**src/hw/rtl/swer_div.sv**
```systemverilog
// Restoring divider, one quotient bit per cycle.
`default_nettype none
module swer_div #(
  parameter int N_W = 48,
  parameter int D_W = 48
) (
  input  wire logic           clk,
  input  wire logic           rst_n,
  input  wire logic           start,
  input  wire logic [N_W-1:0] num,
  input  wire logic [D_W-1:0] den,
  output      logic           done,
  output      logic [N_W-1:0] quot
);

  localparam int CNT_W = $clog2(N_W + 1);

  logic             busy_r;
  logic             done_r;
  logic [CNT_W-1:0] cnt_r;
  logic [D_W-1:0]   rem_r;
  logic [N_W-1:0]   quo_r;
  logic [D_W-1:0]   den_r;

  logic [D_W:0]     trial;
  logic [D_W:0]     diff;
  logic             fits;
  logic [D_W-1:0]   rem_nxt;
  logic [N_W-1:0]   quo_nxt;

  always_comb begin
    trial   = {rem_r, quo_r[N_W-1]};
    diff    = trial - {1'b0, den_r};
    fits    = (trial >= {1'b0, den_r});
    // a failed trial stays below den, so its top bit is clear
    rem_nxt = fits ? diff[D_W-1:0] : trial[D_W-1:0];
    quo_nxt = {quo_r[N_W-2:0], fits};
  end

  always_ff @(posedge clk) begin
    if (!rst_n) begin
      busy_r <= 1'b0;
      done_r <= 1'b0;
      cnt_r  <= '0;
    end else begin
      done_r <= 1'b0;
      if (start) begin
        busy_r <= 1'b1;
        cnt_r  <= CNT_W'(N_W);
      end else if (busy_r) begin
        cnt_r <= cnt_r - CNT_W'(1);
        if (cnt_r == CNT_W'(1)) begin
          busy_r <= 1'b0;
          done_r <= 1'b1;
        end
      end
    end
  end

  always_ff @(posedge clk) begin
    if (start) begin
      rem_r <= '0;
      quo_r <= num;
      den_r <= den;
    end else if (busy_r) begin
      rem_r <= rem_nxt;
      quo_r <= quo_nxt;
    end
  end

  assign done = done_r;
  assign quot = quo_r;

endmodule
`default_nettype wire
```
**config.mk**
```make
export PLATFORM = sky130hd
export DESIGN_NAME = swer_div
export DESIGN_NICKNAME = d
export VERILOG_FILES = /design/src/hw/rtl/swer_div.sv
export SDC_FILE = /design/constraint.sdc
export NUM_CORES = 1
export LEC_CHECK = 0
export BUFFER_PORTS_ARGS = -buffer_cell sky130_fd_sc_hd__clkbuf_2
export CAP_MARGIN = 20
export CORE_MARGIN = 3
export CORE_UTILIZATION = 57
export DETAILED_ROUTE_END_ITERATION = 6
export PLACE_DENSITY_LB_ADDON = 0.25
export SLEW_MARGIN = 20
export SYNTH_ARGS = -nofsm -noshare
export SYNTH_HDL_FRONTEND = slang
export SYNTH_SLANG_ARGS = --single-unit
```
**constraint.sdc**
```tcl
create_clock -name clk -period 3.6 [get_ports clk]
set_input_delay 0.54 -clock clk [delete_from_list [all_inputs] [get_ports clk]]
set_output_delay 0.54 -clock clk [all_outputs]
set_load 0.01 [all_outputs]
```
**Yosys cells after proc, flatten, opt, wreduce, memory -nomap -nowiden**

Cells that the tools add are included.

- Register bits: 152
- Input bits: 99
- Output and inout port bits: 49
- Word-level logic and storage cells: 25

- $add $sub $neg: 2
- Magnitude comparators: 1
- Equal/unequal tests: 1
- Mux-type cells: 9
- Bitwise operators: 2
- Reductions and logical operators: 3

Operator list:

| kind | number |
|---|---|
| 2-to-1 mux 48 bit | 3 |
| greater-or-equal comparator 49 x 48 -> 1 bit | 1 |
| subtractor 48 bit | 1 |
| 2-to-1 mux 6 bit | 2 |
| == test 6 x 1 -> 1 bit (second input constant) | 1 |
| subtractor 6 x 1 -> 6 bit (second input constant) | 1 |
| 2-to-1 mux 1 bit | 4 |
| OR reduction 3 bit | 1 |
| NOT 1 bit | 2 |
| nonzero test 2 bit | 1 |
| OR reduction 2 bit | 1 |

**Longest topological paths before layout**

- Depth in word-level cells: 4
- Depth in mapped cells: 14
- Depth with buffers taken out: 13

**Worst setup path before layout**

Ideal clock, no wire load.

- Path kind: register -> register
- From: reg quo_r[47], in the netlist quot[47]
- To: reg rem_r[46]
- Library setup time: 146 ps
- Arrival: 2822 ps
- Required time: 3454 ps
- Setup slack: 632 ps
- Stages on the path, launching flop included: 14
- Buffers on the path: 0
- Period minus slack after synthesis: 2968 ps
- Cell sequence: edfxtp_1 > inv_1 > ha_1 > fa_1 > nor2b_1 > o2111ai_1 > a21oi_1 > nor3b_2 > o31ai_2 > a21oi_1 > o311a_1 > o21ai_0 > or4_1 > a41oi_1

- Word-level cells in the longest chain between the ends: 2
- Elaborated cells between the ends (all ways): 3
- Those cells by class: add/sub (1); order compare (1); mux (1)

RTL lines:

| what | RTL line | text |
|---|---|---|
| start, declared | 22 | `logic [N_W-1:0] quo_r;` |
| start signal, assigned | 63 | `quo_r <= num;` |
| start signal, assigned | 67 | `quo_r <= quo_nxt;` |
| subtractor 48 bit / greater-or-equal comparator 49 x 48 -> 1 bit (equally long branches) | 33, 34 |  |
| 2-to-1 mux 48 bit (*) | 36 | `rem_nxt = fits ? diff[D_W-1:0] : trial[D_W-1:0];` |
| end signal, assigned | 66 | `rem_r <= rem_nxt;` |
| end, declared | 21 | `logic [D_W-1:0] rem_r;` |

Mark *: on every way between the ends. The rest lies on a longest branch, timed or not.
A chain may end at the register's enable or synchronous reset.

**Final worst setup path**

- From: reg quo_r[47], in the netlist quot[47]
- To: reg rem_r[44]

Same word-level chain as after synthesis.

==> results by group <==
Run status
  • Outcome: finished clean

Power
  • PwrDens: 494 nW/um2
  • Leakage: 0.00443 uW
  • Peak supply drop: 0.000360 V

Global routing
  • Initial antenna violation count: 0
  • Number of global-route vias before repair: 6,743
  • First-pass GRT wire length: 32.8 mm
  • Total GRT Usage: 0.242
  • Largest net degree at the start of global routing: 80
  • Total global routing overflow: 0

Route
  • Drt wl/cell: 16.8 um
  • DRC viols: 0
  • Via/cell ratio: 5.81
  • Routed vias: 6,992
  • TritonRoute pass-1 iters: 5
  • Routed Antenna Nets: 0
  • Drt initial violations: 602
  • Final WL: 20.2 mm

Final layout
  • ANT cells: 0
  • Synthesis-to-finish area growth: 17.1%
  • Highest-count cells in the layout ignoring fill and taps: 146 x clkbuf_2, 96 x edfxtp_1, 75 x nor2_1
  • Leading cell type in the layout, fill and taps excluded: clkbuf_2
  • Share of cells above drive strength 1: 0.251
  • Post-layout nets: 1,157

Setup path
  • Critical-path maximum fanout: 4
  • CP startpoint kind: register
  • RR Startpoint: quot[47]$_DFFE_PP_
  • R2r setup slk: 0.34 ns
  • CP Data Required Time: 3.93 ns
  • Register-to-Register Path Depth: 13
  • CP Class: register to register
  • Crit end category: register
  • Crit path DAT: 3.60 ns
  • Reg2reg end: rem_r[44]$_SDFFE_PP0P_

STA
  • Worst slew pin tran: 0.651 ns
  • Final setup viols: 0
  • Final setup margin: 0.339 ns
  • Layout Skew: 0.0100 ns
  • Final hold violations: 0
  • Final period util: 0.906
  • Fmax achieved: 0.307 GHz
  • Final Critical Period: 3.26 ns
  • RSZ-0062 raised after global routing: false
  • Max Slew Vio Count: 0
  • Setup TNS: 0 ns
  • Slew HR: 0.566

Synth
  • Sequential area share after synthesis: 0.451
  • Syn Area/Cell: 10.2 um2
  • Cell area after synthesis: 8870 um2
  • YS warnings: 0
  • Synth async-reset ratio: 0
  • Top FF cell, synth: edfxtp_1
  • Number of enable flip-flop cells after synthesis: 96
  • Mapped Cells: 872
  • Flops & latches, synth: 152
  • Yosys cell types: 67
  • Syn nets: 1,022

Die
  • FP Rows: 44
  • Die Span Y: 131 um
  • Starting density of the core: 0.597
  • Die area: 17,100 um2
  • Core box area: 14,900 um2
  • Io pins: 148
  • Die width: 131 um

Hold path
  • End of the worst hold path: den_r[25]$_DFFE_PP_
  • Hold path depth: 1
  • Worst Hold Class: input port to register
  • HP Start: den[25]

Placed design
  • Port bufs: 147
  • Worst slack, placed: 0.301 ns
  • GP Congestion: 0.936
  • DP Wirelength: 14.6 mm

Clocking
  • Worst-path clk slew: 0.07 ns
  • Clock H-tree levels: 4
  • CTS Buffer Depth: 2
  • Clock sink count: 152
  • CTS Hold Bufs: 0
  • CTS Buf Count: 17
  • CTS tree: yes
  • Worst skew pair latency: 0.44 ns
  • CTS Root Cell: clkbuf_16

Job
  • Max Cap Viol: 0
==> through the flow <==
step	power, uW	instances	util	cell area [um2]	hold slack (ns)
6_report	5130	1204	0.699	10400	0.275
2_1_floorplan	2950	872	-	8870	0.458
4_1_cts	5150	1204	0.698	10400	0.260
5_1_grt	5380	1204	0.699	10400	0.258
3_5_place_dp	3280	1172	0.657	9770	0.489
3_3_place_gp	3260	1172	0.657	9770	0.483
==> critical path: stages, from the launching register on <==
cell and delay [ns]:
edfxtp_1 0.36, inv_1 0.05, ha_1 0.21, fa_1 0.41
nor2b_1 0.17, o2111ai_1 0.16, a21oi_1 0.26, nor4_1 0.09
nor2_1 0.40, o2111ai_1 0.28, a31oi_1 0.24, xnor2_1 0.17
nand2_1 0.08, a311oi_1 0.29
==> cells by family after synthesis <==
kind of cell | synth area share
compound gates | 0.177
simple gates | 0.110
flops | 0.451
buf+inv | 0.0501
mux | 0.0918
fa+ha+maj | 0.0728
xor+xnor | 0.0464
==> power breakdown <==
part / internal [uW] / switching [uW]
registers: 2020 / 91.6
logic: 492 / 663
clock network: 1050 / 804
==> layout make-up <==
type	instances	area, um2
Clock buffer	17	425
Sequential cell	152	4010
Tap cell	184	230
Timing Repair Buffer	158	862
Inverter	68	255
Clock inverter	15	180
Multi-Input combinational cell	610	4430
Fill cell	1132	4480
==> worst max-delay path by stage <==
stage,slack (ns),cells after the start,endpoint,start
2_1_floorplan,0.63,13,rem_r[46]$_SDFFE_PP0P_,quot[47]$_DFFE_PP_
5_1_grt,0.06,12,rem_r[44]$_SDFFE_PP0P_,den_r[31]$_DFFE_PP_
4_1_cts,0.29,13,rem_r[46]$_SDFFE_PP0P_,quot[47]$_DFFE_PP_
6_report,0.34,13,rem_r[44]$_SDFFE_PP0P_,quot[47]$_DFFE_PP_
3_3_place_gp,0.45,13,rem_r[46]$_SDFFE_PP0P_,quot[47]$_DFFE_PP_
3_5_place_dp,0.30,13,rem_r[46]$_SDFFE_PP0P_,quot[47]$_DFFE_PP_
==> state kept, by name, summed over array words and instances, names as in the netlist <==
name and count:
busy_r 1, cnt_r 6, den_r 48, done 1, quot 48, rem_r 48
==> per-layer routing <==
metal | GRT usage | wire, um | vias to the layer above
met5 | 0 | 0 | -
met4 | 0.0720 | 349 | 0
met3 | 0.0695 | 1210 | 32
met2 | 0.382 | 9650 | 203
met1 | 0.325 | 9010 | 3281
li1 | - | - | 3476
==> cell usage after synthesis, drive strengths merged, types with 15 or more instances <==
cell type,instances,share of area
clkbuf,28,0.012
inv,68,0.029
o21ai,40,0.023
xor2,16,0.016
nand2,57,0.024
a211oi,31,0.026
ha,50,0.071
nor2,76,0.033
mux2i,27,0.030
a21o,20,0.017
xnor2,31,0.031
mux2,48,0.061
dfxtp,56,0.13
a21oi,60,0.034
a311oi,15,0.015
edfxtp,96,0.33
==> timing repair <==
item,4_1_cts,5_1_grt
resized for setup,0,2
endpoints found under the setup margin,0,2
buffers inserted,0,0
(Power assumes the default switching activity.)
